==> config.mk <==
export PLATFORM = sky130hd
export DESIGN_NAME = sclf_ram
export DESIGN_NICKNAME = d
export VERILOG_FILES = /design/src/sclf_ram.sv
export SDC_FILE = /design/constraint.sdc
export NUM_CORES = 1
export LEC_CHECK = 0
export BUFFER_PORTS_ARGS = -buffer_cell sky130_fd_sc_hd__clkbuf_2
export CORE_MARGIN = 5
export CORE_UTILIZATION = 63
export CTS_CLUSTER_SIZE = 40
export DETAILED_ROUTE_END_ITERATION = 6
export GPL_TIMING_DRIVEN = 0
export PLACE_DENSITY = 0.8
export SETUP_SLACK_MARGIN = 0.15
export SLEW_MARGIN = 5
export SYNTH_ARGS = -nofsm -noshare
export SYNTH_HDL_FRONTEND = slang
export SYNTH_SLANG_ARGS = --single-unit
==> constraint.sdc <==
create_clock -name clk -period 3 [get_ports clk]
set_input_delay 0.6 -clock clk [delete_from_list [all_inputs] [get_ports clk]]
set_output_delay 0.6 -clock clk [all_outputs]
set_load 0.005 [all_outputs]
==> src/sclf_ram.sv <==
module sclf_ram #(
  parameter int W = 8,
  parameter int D = 64
) (
  input  logic                 clk,
  input  logic                 we,
  input  logic [$clog2(D)-1:0] addr,
  input  logic [W-1:0]         wdata,
  output logic [W-1:0]         rdata
);

  logic [W-1:0] mem [D];

  always_ff @(posedge clk) begin
    if (we) begin
      mem[addr] <= wdata;
    end
    rdata <= mem[addr];
  end

endmodule

==> flow_summary_export.csv <==
group,metric,value,unit
floorplan,io_pins,24,
setup_path,timing.reg2reg.setup_slack,0.60,ns
final_layout,final_cell_area,23900,sq um
placed_design,pre_cts_slack,-1.49,ns
floorplan,die_area,36200,sq um
sta,fin_crit,3.01,ns
sta,worst_slack,-0.00849,ns
cts,cts_made_buffers,51,
routing,firstDrtPassIters,6,
synthesis,synth.distinct_cells,56,
cts,clk_path_buf_depth,3,
floorplan,start_util,63.3,%
setup_path,r2r_end,"rdata[7]",
pwr,power_frac_comb,6.5,%
routing,routed_wl,57600,um
placed_design,hpwl,35000,um
setup_path,crit_required,3.49,ns
run_status,status,"finished, violations left",
synthesis,synth-seq-area-share,76.0,%
routing,antenna_left,0,
setup_path,crit_path_max_incr_delay,0.82,ns
worst_hold_path,hold_start,"wdata[3]",
cts,hold_buffers,0,
routing,drtIter0Drc,2393,
placed_design,gp_congestion,1.00,
synthesis,synth_top_cell_area_share,75.2,%
sta,finalHoldViolations,0,
setup_path,ff2ff_path_depth,5,
setup_path,worst-path-stages,8,
setup_path,cp-start-kind,"input pin",
floorplan,fp.coreArea,32300,sq um
setup_path,r2r_start,"mem[0][7]",
placed_design,place_area,21100,sq um
sta,fmax,0.332,GHz
setup_path,cp.buffers_inverters,3,
synthesis,yosys.area.top_type,"edfxtp_1",
pwr,p_leak,7.61,nW
cts,worst_skew_pair.late_latency,0.57,ns
pwr,p_sw_share,22.1,%
sta,tns,-0.00849,ns
sta,worst_pin_slew,1.36,ns
pwr,vdd_drop_max,574,uV
routing,via_per_inst,7.07,
synthesis,ys.warnings.count,0,
sta,whs,0.484,ns
run_status,violations,"negative setup slack",
sta,maxSlewViolCount,0,
floorplan,rows,66,
synthesis,synth_edf_count,512,
cts,clock_sinks,520,
global_route,grt_first_pass_wirelength,80600,um
flow_run,cap_violations,0,
global_route,grt_pass1_vias,12000,
pwr,p_per_area,633,nW/um^2
cts,root_buffer,"clkbuf_16",
setup_path,cp_slowest_cell,"clkbuf_1",
final_layout,fillers,1774,
synthesis,synthTopCellsByCount,"edfxtp_1, nor2_1, mux2i_1",
cts,htreeDepth,2,
final_layout,fin_nets,1291,
routing,drc,0,
sta,period_share,100,%
routing,dr_total_vias,12400,
synthesis,syn_avg_cell_area,17.5,sq um
pwr,pwr-share-seq,53.4,%
sta,finalClockSkew,0.00994,ns
pwr,p_switching,0.00334,W
setup_path,critPathKind,"in2reg",
routing,wl_per_cell,32.8,um
pwr,pwr-share-clk,40.2,%
global_route,antenna_found_initial,2,
pwr,intPower,0.0118,W
sta,max_slew_margin,9.01,%
worst_hold_path,hold_path.class,"in2reg",
floorplan,dieWidth,190,um
sta,rsz0062_at_grt,"no",
synthesis,synth-async-reset-ratio,0,%
global_route,grt_max_degree,65,
synthesis,synth_seq_cells,520,
sta,setup_viol,1,
cts,cts_tree,"built",
placed_design,portBuffers,22,
worst_hold_path,hold_end,"mem[33][3]",
floorplan,fp.dieH,190,um
setup_path,path_delay_family,"buffers and inverters",
setup_path,crit_path_cell_trace,"clkbuf_2 > clkbuf_4 > nor2_1 > clkbuf_1 > a221oi_1 > o32ai_1 > nor4_4 > nand4_1",
synthesis,synth_cells,1171,
cts,clk_pin_slew,0.06,ns
global_route,grtUsageTotal,31.1,%
final_layout,drive_gt1_share,23.4,%
synthesis,synth_most_common_cell,"edfxtp_1",
worst_hold_path,hold_path_depth,1,
setup_path,cp.arrival,3.50,ns
synthesis,synthTopCellsByArea,"edfxtp_1, mux4_2, mux2i_1, nor2_1, a22oi_1",
final_layout,area_delta_synth_final,16.7,%
global_route,grt_remaining_overflow,0,
setup_path,worstPathMaxFanout,10,
setup_path,crit_path_end_kind,"flip-flop",
final_layout,fin_util,73.9,%
synthesis,synth_nets,1187,
synthesis,synth_ff_type,"edfxtp_1",
synthesis,syn_area,20400,sq um
-- routing by layer --
layer	routed length (um)	global-route usage (%)	vias to the layer above	share of wire [%]
li1	-	-	4978	-
met1	19500	42.8	6082	34
met2	26100	46.5	1120	45
met3	8110	7.94	239	14
met4	3890	16.5	0	6.8
met5	0	0	-	0
-- per-stage QoR --
| step | power (W) | std cells |
|---|---|---|
| after floorplan | 0.00865 | 1171 |
| after global placement | 0.00904 | 1635 |
| after detailed placement | 0.00907 | 1635 |
| after CTS | 0.0150 | 1726 |
| after global routing | 0.0155 | 1755 |
| final | 0.0151 | 1756 |
-- state kept, by name, summed over array words and instances (netlist names) --
name / flops
mem: 512
rdata: 8
-- power groups by stage --
| stage | registers [W] | logic (W) | clock network [W] |
|---|---|---|---|
| global route | 0.00806 | 0.000989 | 0.00642 |
| detailed placement | 0.00822 | 0.000842 | 0 |
| CTS | 0.00807 | 0.000896 | 0.00606 |
| finish | 0.00806 | 0.000976 | 0.00607 |
| global placement | 0.00822 | 0.000824 | 0 |
| floorplan | 0.00821 | 0.000436 | 0 |
-- worst reg2reg max path: stages, from the launching register on --
cell,delay (ns)
edfxtp_1,0.37
mux2_1,0.31
mux4_2,0.49
o21ai_1,0.19
o2111ai_1,0.24
or4b_1,0.66
-- layout by cell type (no fill, tap or decap), types with 6 or more instances in the layout --
master	instances
nor2_1	18
buf_4	12
o22a_1	11
dfxtp_1	8
and4_1	6
a211oi_1	6
edfxtp_1	512
o21ai_0	9
o2bb2ai_1	7
a221oi_1	21
clkbuf_2	25
nand2_1	41
o221ai_1	9
nand2b_1	24
clkinv_2	9
mux2_1	7
nor2b_1	6
and2_1	9
a21oi_1	25
buf_2	31
mux2i_1	63
a22o_1	10
nand3b_1	12
a22oi_1	40
mux4_2	41
clkbuf_1	35
and3_1	9
o22ai_1	22
nor2_4	64
a31oi_1	15
buf_12	24
a221o_1	11
clkbuf_16	53
a32oi_1	7
clkinv_1	12
-- layout make-up --
| cell class | instances | area [sq um] | area share, % |
|---|---|---|---|
| sequential | 520 | 15500 | 65.1 |
| multi-input combinational | 567 | 5130 | 21.5 |
| clock buffer | 63 | 1380 | 5.80 |
| timing repair buffer | 51 | 631 | 2.64 |
| tap | 442 | 553 | 2.32 |
| buffer | 81 | 423 | 1.77 |
| clock inverter | 28 | 193 | 0.807 |
| inverter | 3 | 11.3 | 0.0472 |
| antenna | 1 | 2.50 | 0.0105 |
-- cell families after synthesis --
family                 share of synthesized area, %
DFF                                            76.0
and+or+nand+nor                                5.71
AOI/OAI and AO/OA                              8.08
muxes                                          8.26
buffers and inverters                          1.98
-- timing repair --
action	CTS	global route
hold endpoints to repair	0	0
setup buffers	0	25
gates resized for setup	157	18
endpoints found under the setup margin	517	516
pin swaps	0	22
-- worst max-delay path by stage --
stage | slack [ns] | to | start
2_1_floorplan | 0.30 | mem[13][0] | addr[1]
3_5_place_dp | -1.49 | mem[61][4] | addr[0]
5_1_grt | 0.14 | rdata[4] | addr[0]
4_1_cts | -0.09 | mem[38][1] | addr[2]
3_3_place_gp | -1.39 | mem[61][4] | addr[0]
6_report | -0.008 | rdata[2] | addr[2]
Note: power is estimated with default switching activity, not from simulation.
